===== config.mk =====
export PLATFORM = sky130hd
export DESIGN_NAME = wpp_ctrl
export DESIGN_NICKNAME = d
export VERILOG_FILES = /design/src/rtl/core/wpp_pkg.sv /design/src/rtl/core/wpp_ctrl.sv
export SDC_FILE = /design/constraint.sdc
export NUM_CORES = 1
export LEC_CHECK = 0
export ABC_AREA = 1
export BUFFER_PORTS_ARGS = -buffer_cell sky130_fd_sc_hd__buf_4
export CORE_ASPECT_RATIO = 0.9
export CORE_MARGIN = 3
export CORE_UTILIZATION = 39
export DETAILED_ROUTE_END_ITERATION = 8
export PLACE_DENSITY = 0.79
export SYNTH_ARGS = -nofsm -noshare
export SYNTH_HDL_FRONTEND = slang
export SYNTH_SLANG_ARGS = --single-unit

===== constraint.sdc =====
create_clock -name clk -period 1.6 [get_ports clk]
set_clock_uncertainty 0.05 [all_clocks]
set_input_delay 0.16 -clock clk [delete_from_list [all_inputs] [get_ports clk]]
set_output_delay 0.16 -clock clk [all_outputs]
set_load 0.01 [all_outputs]

===== src/rtl/core/wpp_pkg.sv =====
`default_nettype none
package wpp_pkg;

	localparam int MAX_WAYPOINTS = 64;
	localparam int AW            = $clog2(MAX_WAYPOINTS);
	localparam int PTR_W         = 7;
	localparam int CORDIC_STEPS  = 16;
	localparam int ATAN_N        = 24;
	localparam int CNT_W         = $clog2(ATAN_N);
	localparam int XW            = 52;
	localparam int ZW            = 31;
	localparam int IN_W          = 120;
	localparam int OUT_W         = 40;
	localparam int CFG_W         = 16;
	localparam int IDX_W         = 3;

	localparam logic signed [ZW-1:0] PI_Q24      = ZW'(52707179);
	localparam logic signed [ZW-1:0] HALF_PI_Q24 = ZW'(26353589);
	localparam logic signed [ZW-1:0] TWO_PI_Q24  = ZW'(2 * 52707179);
	localparam logic signed [XW-1:0] K_Q30       = XW'(652032874);
	localparam logic signed [15:0]   STEER_LIMIT = 16'sd25736;

	// heading*PI/23040 = heading*HDG_A + (heading*HDG_B)/23040, 23040 = 512*45
	localparam logic [11:0] HDG_A     = 12'd2287;
	localparam logic [13:0] HDG_B     = 14'd14699;
	localparam logic [28:0] HDG_HALF  = 29'd11520;
	localparam logic [20:0] HDG_RECIP = 21'd1491309;
	localparam int          HDG_SH    = 26;

	localparam logic [IDX_W-1:0] REG_COUNT  = 3'd0;
	localparam logic [IDX_W-1:0] REG_WHEEL  = 3'd1;
	localparam logic [IDX_W-1:0] REG_GAIN   = 3'd2;
	localparam logic [IDX_W-1:0] REG_RADIUS = 3'd3;
	localparam logic [IDX_W-1:0] REG_JSPEED = 3'd4;
	localparam logic [IDX_W-1:0] REG_NSPEED = 3'd5;

	typedef struct packed {
		logic             load_wr;
		logic             pose_lat;
		logic             rd;
		logic             cap;
		logic             fin;
		logic             vec_bear;
		logic             vec_steer;
		logic             cstep;
		logic             dstep;
		logic             alpha;
		logic             rinit;
		logic             sin;
		logic             mul;
		logic             steer;
		logic [CNT_W-1:0] cnt;
	} wpp_cmd_t;

	typedef struct packed {
		logic done_or_end;
		logic cap_end;
		logic out_free;
	} wpp_sts_t;

	function automatic logic signed [ZW-1:0] atan_q24(input logic [CNT_W-1:0] i);
		logic signed [ZW-1:0] v;
		case (i)
			5'd0:  v = ZW'(13176795);
			5'd1:  v = ZW'(7778716);
			5'd2:  v = ZW'(4110060);
			5'd3:  v = ZW'(2086331);
			5'd4:  v = ZW'(1047214);
			5'd5:  v = ZW'(524117);
			5'd6:  v = ZW'(262123);
			5'd7:  v = ZW'(131069);
			5'd8:  v = ZW'(65536);
			5'd9:  v = ZW'(32768);
			5'd10: v = ZW'(16384);
			5'd11: v = ZW'(8192);
			5'd12: v = ZW'(4096);
			5'd13: v = ZW'(2048);
			5'd14: v = ZW'(1024);
			5'd15: v = ZW'(512);
			5'd16: v = ZW'(256);
			5'd17: v = ZW'(128);
			5'd18: v = ZW'(64);
			5'd19: v = ZW'(32);
			5'd20: v = ZW'(16);
			5'd21: v = ZW'(8);
			5'd22: v = ZW'(4);
			5'd23: v = ZW'(2);
			default: v = '0;
		endcase
		return v;
	endfunction

endpackage
`default_nettype wire


===== src/rtl/core/wpp_ctrl.sv =====
`default_nettype none
module wpp_ctrl (
	input  wire logic              clk,
	input  wire logic              arst_n,
	input  wire logic              s_tvalid,
	input  wire logic              mode,
	input  wire wpp_pkg::wpp_sts_t sts,
	output logic                   s_tready,
	output wpp_pkg::wpp_cmd_t      cmd
);
	import wpp_pkg::*;

	localparam logic [3:0] S_IDLE  = 4'd0;
	localparam logic [3:0] S_CHK   = 4'd1;
	localparam logic [3:0] S_CAP   = 4'd2;
	localparam logic [3:0] S_RD    = 4'd3;
	localparam logic [3:0] S_SET   = 4'd4;
	localparam logic [3:0] S_VEC1  = 4'd5;
	localparam logic [3:0] S_ALPHA = 4'd6;
	localparam logic [3:0] S_RINIT = 4'd7;
	localparam logic [3:0] S_ROT   = 4'd8;
	localparam logic [3:0] S_SIN   = 4'd9;
	localparam logic [3:0] S_MUL   = 4'd10;
	localparam logic [3:0] S_VSET  = 4'd11;
	localparam logic [3:0] S_VEC2  = 4'd12;
	localparam logic [3:0] S_STEER = 4'd13;
	localparam logic [3:0] S_FIN   = 4'd14;

	logic [3:0]       state_q, state_d;
	logic [CNT_W-1:0] cnt_q, cnt_d;

	assign s_tready = (state_q == S_IDLE);

	always_comb begin
		state_d = state_q;
		cnt_d   = cnt_q;
		cmd     = '0;
		cmd.cnt = cnt_q;
		case (state_q)
			S_IDLE: begin
				if (s_tvalid) begin
					cmd.load_wr  = !mode;
					cmd.pose_lat = mode;
					if (mode)
						state_d = S_CHK;
				end
			end
			S_CHK: begin
				cmd.rd  = 1'b1;
				state_d = sts.done_or_end ? S_FIN : S_CAP;
			end
			S_CAP: begin
				if (sts.out_free) begin
					cmd.cap = 1'b1;
					state_d = sts.cap_end ? S_IDLE : S_RD;
				end
			end
			S_RD: begin
				cmd.rd  = 1'b1;
				state_d = S_SET;
			end
			S_SET: begin
				cmd.vec_bear = 1'b1;
				cnt_d        = '0;
				state_d      = S_VEC1;
			end
			S_VEC1: begin
				cmd.dstep = 1'b1;
				cmd.cstep = 1'b1;
				if (cnt_q == CNT_W'(CORDIC_STEPS - 1))
					state_d = S_ALPHA;
				else
					cnt_d = cnt_q + 1'b1;
			end
			S_ALPHA: begin
				cmd.alpha = 1'b1;
				state_d   = S_RINIT;
			end
			S_RINIT: begin
				cmd.rinit = 1'b1;
				cnt_d     = '0;
				state_d   = S_ROT;
			end
			S_ROT: begin
				cmd.cstep = 1'b1;
				if (cnt_q == CNT_W'(CORDIC_STEPS - 1))
					state_d = S_SIN;
				else
					cnt_d = cnt_q + 1'b1;
			end
			S_SIN: begin
				cmd.sin = 1'b1;
				state_d = S_MUL;
			end
			S_MUL: begin
				cmd.mul = 1'b1;
				state_d = S_VSET;
			end
			S_VSET: begin
				cmd.vec_steer = 1'b1;
				cnt_d         = '0;
				state_d       = S_VEC2;
			end
			S_VEC2: begin
				cmd.cstep = 1'b1;
				if (cnt_q == CNT_W'(CORDIC_STEPS - 1))
					state_d = S_STEER;
				else
					cnt_d = cnt_q + 1'b1;
			end
			S_STEER: begin
				cmd.steer = 1'b1;
				state_d   = S_IDLE;
			end
			S_FIN: begin
				if (sts.out_free) begin
					cmd.fin = 1'b1;
					state_d = S_IDLE;
				end
			end
			default: state_d = S_IDLE;
		endcase
	end

	always_ff @(posedge clk or negedge arst_n) begin
		if (!arst_n) begin
			state_q <= S_IDLE;
			cnt_q   <= '0;
		end else begin
			state_q <= state_d;
			cnt_q   <= cnt_d;
		end
	end

endmodule
`default_nettype wire


# [Word-level counts from Yosys, hierarchy flattened]
# Cells that the tools add are included.
[totals] reg_bits=9 input_bits=7 out_inout_bits=20
[op_classes] n_addsub=1 eq_ne=23 mux=27 reduce_logical=8
[ops] operator="one-hot mux 4 bit (14 select lines)" count=1
[ops] operator="two-way mux 4 bit" count=8
[ops] operator="== test 4 bit (second input constant)" count=7
[ops] operator="== test 4 x 3 -> 1 bit (second input constant)" count=4
[ops] operator="!= test 2 bit (second input constant)" count=8
[ops] operator="two-way mux 1 bit" count=13
[ops] operator="one-hot mux 5 bit (2 select lines)" count=1
[ops] operator="== test 4 x 2 -> 1 bit (second input constant)" count=2
[ops] operator="AND reduction 7 bit" count=1
[ops] operator="two-way mux 2 bit" count=3
[ops] operator="OR reduction 3 bit" count=2
[ops] operator="adder 5 x 1 -> 5 bit (second input constant)" count=1
[ops] operator="== test 5 x 4 -> 1 bit (second input constant)" count=1
[ops] operator="two-way mux 5 bit" count=1
[ops] operator="== test 4 x 1 -> 1 bit (second input constant)" count=1
[ops] operator="zero test 4 bit" count=1
[ops] operator="AND reduction 2 bit" count=1
[ops] operator="nonzero test 2 bit" count=1
[ops] operator="OR reduction 2 bit" count=1
[ops] operator="zero test 1 bit" count=1

# [Depth between registers and ports, before layout]
# Gate-level depths: netlist of the first run.
[logic_depth] depth_word=4 depth_mapped=8 depth_no_buf=8

# [Worst setup path after synthesis of the first run]
# OpenSTA, ideal clock, no wires.
[synth_path] path_kind="register to register" startpoint="register cnt_q[0]" endpoint="register cnt_q[0]" t_arrival_ns=1.455 t_required_ns=1.425 slack_ns=-0.030 stages_incl_launch_ff=9 cell_sequence="dfrtp_1 ha_1 and3_1 ha_1 inv_1 nand2_4 buf_6 nand3_2 o21ai_2"
[synth_between] elab_chain_len=3 elab_cells_between_ends=6
[synth_lines] element="start, declared" line="wpp_ctrl.sv:30" source="logic [CNT_W-1:0] cnt_q, cnt_d;"
[synth_lines] element="start signal, assigned" line="wpp_ctrl.sv:131" source="cnt_q <= cnt_d;"
[synth_lines] element="adder 5 x 1 -> 5 bit / == test 5 x 4 -> 1 bit (equally long branches)"
[synth_lines] element="two-way mux 5 bit / != test 2 bit (equally long branches)"
[synth_lines] element="one-hot mux 5 bit (2 select lines) / AND reduction 2 bit (equally long branches)"
# Several ways; a longest one is shown, not always the timed one. The select of a mux whose other input is x is not followed.
# A chain may end at the register's enable or synchronous reset.

# [Final worst setup path of the first run]
[layout_path] startpoint="register cnt_q[0]" endpoint="register cnt_q[3]"
# The elaborated chain is that of the path after synthesis.

==> flow_metrics.tcl, run 1 <==
set metrics [dict create \
    via_per_inst 4.84 \
    synth_top_area_share_pct 30.6 \
    clockBufferDepth 2 \
    io_buffers 26 \
    p_total_mw 1.86 \
    critPathMaxStageDelay_ns 0.40 \
    path_max_fanout 14 \
    cts_tree "yes" \
    ant_nets 0 \
    internal_power_mw 0.924 \
    status "completed" \
    dp_slack_ns 0.0560 \
    initial_core_util_pct 42.5 \
    antenna_found_initial 0 \
    clkPwrFrac_pct 9.7 \
    nets 150 \
    grt_max_degree 15 \
    avgSynthCellArea_um2 6.95 \
    yosysWarnings 0 \
    period_share_pct 95.1 \
    insertion_delay_ns 0.27 \
    synthCells 106 \
    yosysTopAreaCell "dfrtp_1" \
    htreeDepth 1 \
    path_clk_slew_ns 0.07 \
    cts-root-buf "clkbuf_4" \
    drv_slew 0 \
    cp.arrival_ns 1.62 \
    min_path_type "input pin to async pin" \
    utilization_pct 61.0 \
    grt_pass1_wl_um 2910 \
    cp.required_ns 1.70 \
    ios 27 \
    reg2reg_slack_ns 0.08 \
    multi_input_area_um2 464 \
    wl_um 1870 \
    slew_headroom_pct 80.3 \
    setup_viol 0 \
    drt_pass1_iterations 4 \
    fmax_ghz 0.657 \
    die_height_um 47.2 \
    power.density_nw_per_um2 1760 \
    irDropWorstVdd_uv 1030 \
    synth.cell_area_um2 737 \
    die_w_um 51.8 \
    drive_above_1_share_pct 42.1 \
    cp_slowest_cell "dfrtp_2" \
    tns_ns 0 \
    seq_area_um2 230 \
    drt-wirelength-per-cell_um 11.4 \
    fillers 152 \
    tightestPinTransition_ns 0.296 \
    yosysSeqAreaShare_pct 30.6 \
    std_cell_rows 14 \
    gp_congestion 0.840 \
    synth.distinct_cells 22 \
    fin_ws_ns 0.0779 \
    startpoint_type "register" \
    dieArea_um2 2450 \
    dpl.hpwl_um 1420 \
    syn_to_final_growth_pct 43.6 \
    ys_ff_latch 9 \
    grt_pass1_vias 697 \
    num_vias 793 \
    cp-startpoint "cnt_q[0]$_DFFE_PN0P_" \
    path_cells "ha_1 > and3_1 > ha_1 > inv_2 > nand2_8 > nand3_1 > o21ai_2" \
    cts.sinks 9 \
    grt_use_total_pct 16.1 \
    power.leakage_nw 0.588 \
    core_area_um2 1730 \
    drc_errors 0 \
    ff2ff_path_depth 7 \
    ys_top_cells_by_area "dfrtp_1 31%, nand2_1 13%, nand3_1 10%" \
    p_seq_share_pct 22.6 \
    hold_viol 0 \
    worstSetupEndpointType "register" \
    switching_share_pct 50.5 \
    syn-num-nets 115 \
    cts_buffers 3 \
    power_frac_comb_pct 67.7 \
    drv_cap 0 \
    antennaDiodeCount 0 \
    drtIter0Drc 6 \
    fin_crit_ns 1.52 \
    crit_path_frequent_cell "ha_1" \
    critPathKind "register to register" \
    overflow 0 \
    regToRegStartpoint "cnt_q[0]$_DFFE_PN0P_" \
    switchingPower_mw 0.941 \
    rr_endpoint "cnt_q[3]$_DFFE_PN0P_" \
]
synthesized netlist by cell type:
library cell	instances
inv_1	15
nor2_1	10
and3_1	1
ha_1	2
nand3_2	1
nor2_2	4
buf_6	1
nand2_1	26
xor2_1	1
o21ai_0	2
nand3_1	15
xnor2_1	1
nand2_4	2
nand4_1	1
nor3_1	2
dfrtp_1	9
inv_2	1
nor2_4	3
nand2_2	4
a21oi_1	1
nand3b_1	1
o21ai_2	3
power by group through the flow:
stage / Clock [mW] / Combinational (mW) / Sequential (mW)
floorplan: 0 / 0.788 / 0.418
global placement: 0 / 1.10 / 0.412
detailed placement: 0 / 1.13 / 0.413
CTS: 0.185 / 1.15 / 0.427
global route: 0.202 / 1.42 / 0.430
finish: 0.181 / 1.26 / 0.422
worst max path at each step:
stage                        endpoint  slack [ns]  cells past startpoint
2_1_floorplan    cnt_q[2]$_DFFE_PN0P_        0.03                      8
3_3_place_gp   state_q[3]$_DFFE_PN0P_         0.1                      8
3_5_place_dp   state_q[3]$_DFFE_PN0P_        0.06                      8
4_1_cts                       cmd[18]        0.03                      6
5_1_grt                       cmd[18]       -0.01                      6
6_report         cnt_q[3]$_DFFE_PN0P_        0.08                      7
registers in the layout, indices dropped and copies added (netlist names):
| name | flops |
|---|---|
| cnt_q | 5 |
| state_q | 4 |
cell usage in the layout (no fill, tap or decap):
master	instances
inv_2	3
nor3_1	2
dlygate4sd3_1	1
o21ai_0	2
nand4_1	1
nand3b_1	1
dfrtp_1	5
nand3_1	15
buf_4	29
and3_1	1
nor2_4	5
nor2_1	10
nand3_2	1
a21oi_1	1
clkbuf_1	1
nand2_8	1
nand2_4	1
nand2_2	6
dfrtp_2	4
xnor2_1	1
o21ai_2	3
ha_1	2
buf_12	1
nand2_1	24
xor2_1	1
clkbuf_4	3
nor2_2	2
inv_1	13
layer usage:
| metal | vias up | GRT usage (%) | part of all wire, % |
|---|---|---|---|
| met5 | - | 0 | 0 |
| met1 | 375 | 19.4 | 43 |
| met2 | 10 | 28.3 | 53 |
| met3 | 2 | 5.71 | 3.6 |
| met4 | 0 | 3.14 | 0.37 |
| li1 | 406 | - | - |
layout make-up:
| type | instances | area share, % |
|---|---|---|
| multi-input cells | 80 | 43.9 |
| repair buffers | 31 | 23.4 |
| flip-flops and latches | 9 | 21.7 |
| inverters | 16 | 5.67 |
| well taps | 24 | 2.84 |
| clock buffers | 4 | 2.48 |
critical path, delay by kind of cell, from the launching register on:
| kind | cells | cell delay (ns) |
|---|---|---|
| buf+inv | 1 | 0.10 |
| flops | 1 | 0.40 |
| compound gates | 1 | 0.06 |
| fa+ha+maj | 2 | 0.39 |
| simple gates | 3 | 0.40 |
per-stage QoR:
step	hold slack [ns]	cells	cell area, um2
after floorplan	-0.186	106	738
final	0.206	164	1060
after global placement	-0.0609	156	960
after detailed placement	-0.0597	156	960
after CTS	0.195	161	1010
after global routing	0.217	164	1060
logic make-up after synthesis:
kind of cell             count (synthesis)  synth area share (%)
AO/OA/AOI/OAI                            6                  5.60
XOR/XNOR                                 2                  2.38
adder cells (fa/ha/maj)                  2                  3.40
buffers and inverters                   17                  9.68
flip-flops                               9                  30.6
AND/OR/NAND/NOR                         70                  48.4
repair_timing:
| item | 4_1_cts | 5_1_grt |
|---|---|---|
| pin swaps | 0 | 0 |
| hold buffers | 1 | 0 |
| resized for setup | 3 | 6 |
| gates cloned | 0 | 0 |
| setup buffers | 0 | 3 |
| hold endpoints to repair | 9 | 0 |
| endpoints found under the setup margin | 1 | 15 |
(Power assumes the default switching activity.)
==> run 2: changes to the inputs <==
- RECOVER_POWER: not set -> 50
==> run 2 against run 1 <==
Clock power hardly changed. Sequential share of layout area is 0.47 points higher. Core utilization is 1.3 points lower. Sequential cell count stayed put. Cell count stayed put. Routed wire length is 0.21% lower. Sequential power hardly changed. Critical path type unchanged. Clock-buffer cell count stayed put. Non-clock buffer count stayed put. Fmax is 0.10% higher. First-iteration DRC count is 17% higher. Hold slack better by 0.035 ns.
==> flow_metrics.tcl, run 2 (synthesis gave the netlist of run 1 again) <==
set metrics [dict create \
    cp.depth 7 \
    gp_congestion 0.840 \
    clockBufferDepth 2 \
    period_share_pct 95.0 \
    cts-root-buf "clkbuf_4" \
    drive_above_1_share_pct 37.9 \
    drv_slew 0 \
    min_path_type "input pin to register" \
    antenna_found_initial 0 \
    grt_pass1_wl_um 2910 \
    crit_path_end "cnt_q[3]$_DFFE_PN0P_" \
    cp_slowest_cell "dfrtp_2" \
    power.density_nw_per_um2 1780 \
    worstSetupEndpointType "register" \
    num_vias 795 \
    reg.largest.list "cnt_q x5, state_q x4" \
    overflow 0 \
    core_area_um2 1730 \
    die_w_um 51.8 \
    io_buffers 26 \
    drtIter0Drc 7 \
    cp-startpoint "cnt_q[0]$_DFFE_PN0P_" \
    setup_viol 0 \
    cts_buffers 3 \
    initial_core_util_pct 42.5 \
    regToRegStartpoint "cnt_q[0]$_DFFE_PN0P_" \
    path_clk_slew_ns 0.07 \
    cp.arrival_ns 1.62 \
    drc_errors 0 \
    cts_tree "yes" \
    placedCellCount 156 \
    insertion_delay_ns 0.27 \
    grt_use_total_pct 16.1 \
    regMostFlops "cnt_q" \
    ios 27 \
    final_common_cell "nand2_1" \
    rr_endpoint "cnt_q[3]$_DFFE_PN0P_" \
    startpoint_type "register" \
    grt_pass1_vias 697 \
    std_cell_rows 14 \
    irDropWorstVdd_uv 1030 \
    utilization_pct 59.7 \
    htreeDepth 1 \
    drv_cap 0 \
    cp.required_ns 1.70 \
    final_cell_mix "24 x nand2_1, 23 x buf_4, 15 x nand3_1" \
    drt_pass1_iterations 5 \
    fmax_ghz 0.658 \
    antennaDiodeCount 0 \
    largest_reg_flops 5 \
    via_per_inst 4.85 \
    slew_headroom_pct 67.0 \
    nets 150 \
    wl_um 1870 \
    p_total_mw 1.84 \
    critPathMaxStageDelay_ns 0.40 \
    dpl.hpwl_um 1420 \
    reg2reg_slack_ns 0.08 \
    power.leakage_nw 0.563 \
    path_cells "ha_1 > and3_1 > ha_1 > inv_2 > nand2_8 > nand3_1 > o21ai_2" \
    layoutNonFillerInstCount 164 \
    ant_nets 0 \
    grt_max_degree 15 \
    crit_path_frequent_cell "ha_1" \
    cp_top_family "flip-flops" \
    tightestPinTransition_ns 0.495 \
    path_buf_inv 1 \
    ff2ff_path_depth 7 \
    critPathKind "register to register" \
    fin_crit_ns 1.52 \
    hold_viol 0 \
    cts.sinks 9 \
    dieArea_um2 2450 \
    path_max_fanout 14 \
    status "completed" \
    drt-wirelength-per-cell_um 11.4 \
    syn_to_final_growth_pct 40.6 \
    die_height_um 47.2 \
]
[run 2: cell count changes in the layout (fill, tap and decap cells not counted), sizes merged]
cell / change
buf: -6
clkbuf: +6
[run 2: stage by stage]
step	area [um2]	hold slack, ns	TNS, ns	setup WS [ns]
floorplan	738	-0.186	0	0.0251
global placement	960	-0.0609	0	0.0977
detailed placement	960	-0.0597	0	0.0560
CTS	1010	0.195	0	0.0317
global route	1040	0.262	-0.0238	-0.0146
finish	1040	0.241	0	0.0795
[run 2: routing by layer]
layer | wire length, um | up-vias | GRT usage, %
li1 | - | 406 | -
met1 | 787 | 374 | 19.4
met2 | 996 | 13 | 28.3
met3 | 73 | 2 | 5.71
met4 | 7 | 0 | 3.14
met5 | 0 | - | 0
[run 2: report_power, final]
part / switching (mW) / internal, mW / total (mW)
logic: 0.749 / 0.491 / 1.24
clock network: 0.0846 / 0.0962 / 0.181
registers: 0.106 / 0.314 / 0.421
total: 0.939 / 0.902 / 1.84
[run 2: how the worst min path moves through the flow]
| stage | from | to | slack, ns | cells past startpoint |
|---|---|---|---|---|
| finish | sts[1] | state_q[1]$_DFFE_PN0P_ | 0.24 | 6 |
| global route | sts[1] | state_q[1]$_DFFE_PN0P_ | 0.26 | 6 |
| CTS | arst_n | cnt_q[0]$_DFFE_PN0P_ | 0.20 | 2 |
| detailed placement | arst_n | cnt_q[1]$_DFFE_PN0P_ | -0.06 | 1 |
| global placement | arst_n | cnt_q[4]$_DFFE_PN0P_ | -0.06 | 1 |
| floorplan | arst_n | cnt_q[0]$_DFFE_PN0P_ | -0.19 | 0 |
[run 2: final cells by class]
type / count / area, um2
repair buffers: 31 / 225
clock buffers: 4 / 26.3
flip-flops and latches: 9 / 230
inverters: 16 / 60.1
fillers: 154 / 698
multi-input cells: 80 / 464
well taps: 24 / 30.0
[run 2: what timing repair did]
item                                    in CTS  in global routing
cloned                                       0                  0
hold buffers                                 1                  0
resized for setup                            3                  6
setup buffers                                0                  3
pin swaps                                    0                  0
endpoints found under the setup margin       1                 15
hold endpoints to repair                     9                  0
[run 2: worst min-delay path, stage by stage]
cell,delay [ns]
buf_4,0.07
nor2_1,0.04
nand2_1,0.07
nand3_1,0.07
nand3_1,0.07
nand2_1,0.05
==> run 3: changes to the inputs <==
- CELL_PAD_IN_SITES_DETAIL_PLACEMENT: not set -> 1
- CELL_PAD_IN_SITES_GLOBAL_PLACEMENT: not set -> 1
- CORE_UTILIZATION: 39 -> 29
- PLACE_DENSITY: 0.79 -> not set
- PLACE_DENSITY_LB_ADDON: not set -> 0.25
==> run 3 against run 2 <==
Critical path depth unchanged. Clock power decreased by 5%. Die area is 30% higher. Combinational power rose by 6%. Hold slack improved by 0.018 ns. Sequential power up 3%. Via count grew 1.4%. Largest power group unchanged. Highest routed layer unchanged.
==> flow_metrics.tcl, run 3 (synthesis gave the netlist of run 1 again) <==
set metrics [dict create \
    status "completed" \
    cts_buffers 3 \
    largest_reg_flops 5 \
    num_vias 806 \
    cp.arrival_ns 1.66 \
    period_share_pct 97.5 \
    fmax_ghz 0.641 \
    rsz0062_at_grt "yes" \
    dieArea_um2 3180 \
    p_total_mw 1.92 \
    antenna_found_initial 0 \
    min_path_type "input pin to register" \
    cp_slowest_cell "dfrtp_2" \
    io_buffers 26 \
    initial_core_util_pct 32.0 \
    place_area_um2 963 \
    layoutNonFillerInstCount 171 \
    path_cells "ha_2 > and3_1 > ha_1 > inv_2 > nand2_8 > nand3_1 > o21ai_2" \
    std_cell_rows 16 \
    gr-usage-met3_pct 5.04 \
    drt-wirelength-per-cell_um 13.0 \
    drtIter0Drc 4 \
    ant_nets 0 \
    regMostFlops "cnt_q" \
    insertion_delay_ns 0.26 \
    tightestPinTransition_ns 0.501 \
    hold_viol 0 \
    cts.sinks 9 \
    via_per_inst 4.71 \
    drive_above_1_share_pct 42.4 \
    irDropWorstVdd_uv 715 \
    critPathMaxStageDelay_ns 0.41 \
    gp_congestion 0.800 \
    dp_slack_ns -0.0106 \
    clockBufferDepth 2 \
    wl_um 2220 \
    dpl.hpwl_um 1770 \
    cp.required_ns 1.70 \
    power.leakage_nw 0.576 \
    die_w_um 59.1 \
    placedCellCount 159 \
    syn_to_final_growth_pct 45.2 \
    final_common_cell "buf_4" \
    ios 27 \
    path_clk_slew_ns 0.06 \
    grt_use_total_pct 14.9 \
    power.density_nw_per_um2 1800 \
    overflow 0 \
    fin_crit_ns 1.56 \
    cts_tree "yes" \
    grt.busiest_layer "met2" \
    slew_headroom_pct 66.6 \
    nets 154 \
    final_cell_mix "28 x buf_4, 24 x nand2_1, 14 x nand3_1" \
    grt_use_met1_pct 17.6 \
    drv_cap 0 \
    grt_max_degree 15 \
    critPathKind "register to register" \
    htreeDepth 1 \
    reg.largest.list "cnt_q x5, state_q x4" \
    fin_ws_ns 0.0392 \
    antennaDiodeCount 0 \
    worstSetupEndpointType "register" \
    drc_errors 0 \
    design_area_um2 1070 \
    grt_pass1_vias 789 \
    setup_viol 0 \
    grt_pass1_wl_um 3530 \
    drt_pass1_iterations 2 \
    tns_ns 0 \
    drv_slew 0 \
    cts-root-buf "clkbuf_4" \
    path_max_fanout 14 \
    die_height_um 53.8 \
    core_area_um2 2300 \
    grt_use_met2_pct 26.7 \
    startpoint_type "register" \
]
[run 3: changes by cell type in the layout (fill, tap and decap cells not counted)]
| cell | previous run | this run |
|---|---|---|
| buf_12 | 1 | 0 |
| buf_4 | 23 | 28 |
| ha_1 | 2 | 1 |
| nand3_1 | 15 | 14 |
| nand3_2 | 1 | 2 |
| nor3_1 | 2 | 1 |
| nor3_2 | 0 | 1 |
| inv_1 | 13 | 12 |
| ha_2 | 0 | 1 |
| inv_2 | 3 | 4 |
[run 3: area by class of cell]
type | instances | area (um2)
multi-input combinational | 80 | 477
clock buffer | 4 | 26.3
sequential | 9 | 230
timing repair buffer | 35 | 243
fill | 305 | 1230
inverter | 16 | 60.1
tap | 27 | 33.8
[run 3: metrics by stage]
step	hold WS, ns	util (%)
after floorplan	-0.186	-
after global placement	-0.0556	41.8
after CTS	0.198	44.7
after detailed placement	-0.0588	41.8
after global routing	0.259	46.5
final	0.260	46.5
[run 3: routing by layer]
layer  vias to the layer above  part of all wire [%]
li1                        414                     -
met1                       374                    45
met2                        16                    50
met3                         2                   3.8
met4                         0                   1.2
met5                         -                     0
[run 3: power breakdown]
group	switching (mW)	internal, mW
combinational	0.778	0.538
sequential	0.120	0.315
clock	0.0764	0.0959
[run 3: final timing paths]
path / start / to / slack [ns] / cells after the start
worst max register to register: cnt_q[0]$_DFFE_PN0P_ / cnt_q[3]$_DFFE_PN0P_ / 0.04 / 7
worst max-delay path: cnt_q[0]$_DFFE_PN0P_ / cnt_q[3]$_DFFE_PN0P_ / 0.04 / 7
worst min-delay path: sts[1] / state_q[0]$_DFFE_PN0P_ / 0.26 / 6
max in group asynchronous: arst_n / state_q[2]$_DFFE_PN0P_ / 0.80 / 2
worst min register to register: cnt_q[4]$_DFFE_PN0P_ / cnt_q[4]$_DFFE_PN0P_ / 0.52 / 2
min in group asynchronous: arst_n / state_q[0]$_DFFE_PN0P_ / 0.33 / 2
[run 3: what timing repair did]
action,4_1_cts,5_1_grt
gates resized for setup,6,7
pin swaps,1,3
hold buffers,1,0
hold endpoints to repair,9,0
endpoints found under the setup margin,7,14
buffers inserted,1,6
[run 3: critical path, delay by kind of cell, from the launching register on]
| kind | cells | cell delay [ns] |
|---|---|---|
| AO/OA/AOI/OAI | 1 | 0.06 |
| adder cells (fa/ha/maj) | 2 | 0.40 |
| buffers and inverters | 1 | 0.11 |
| flip-flops | 1 | 0.41 |
| AND/OR/NAND/NOR | 3 | 0.42 |
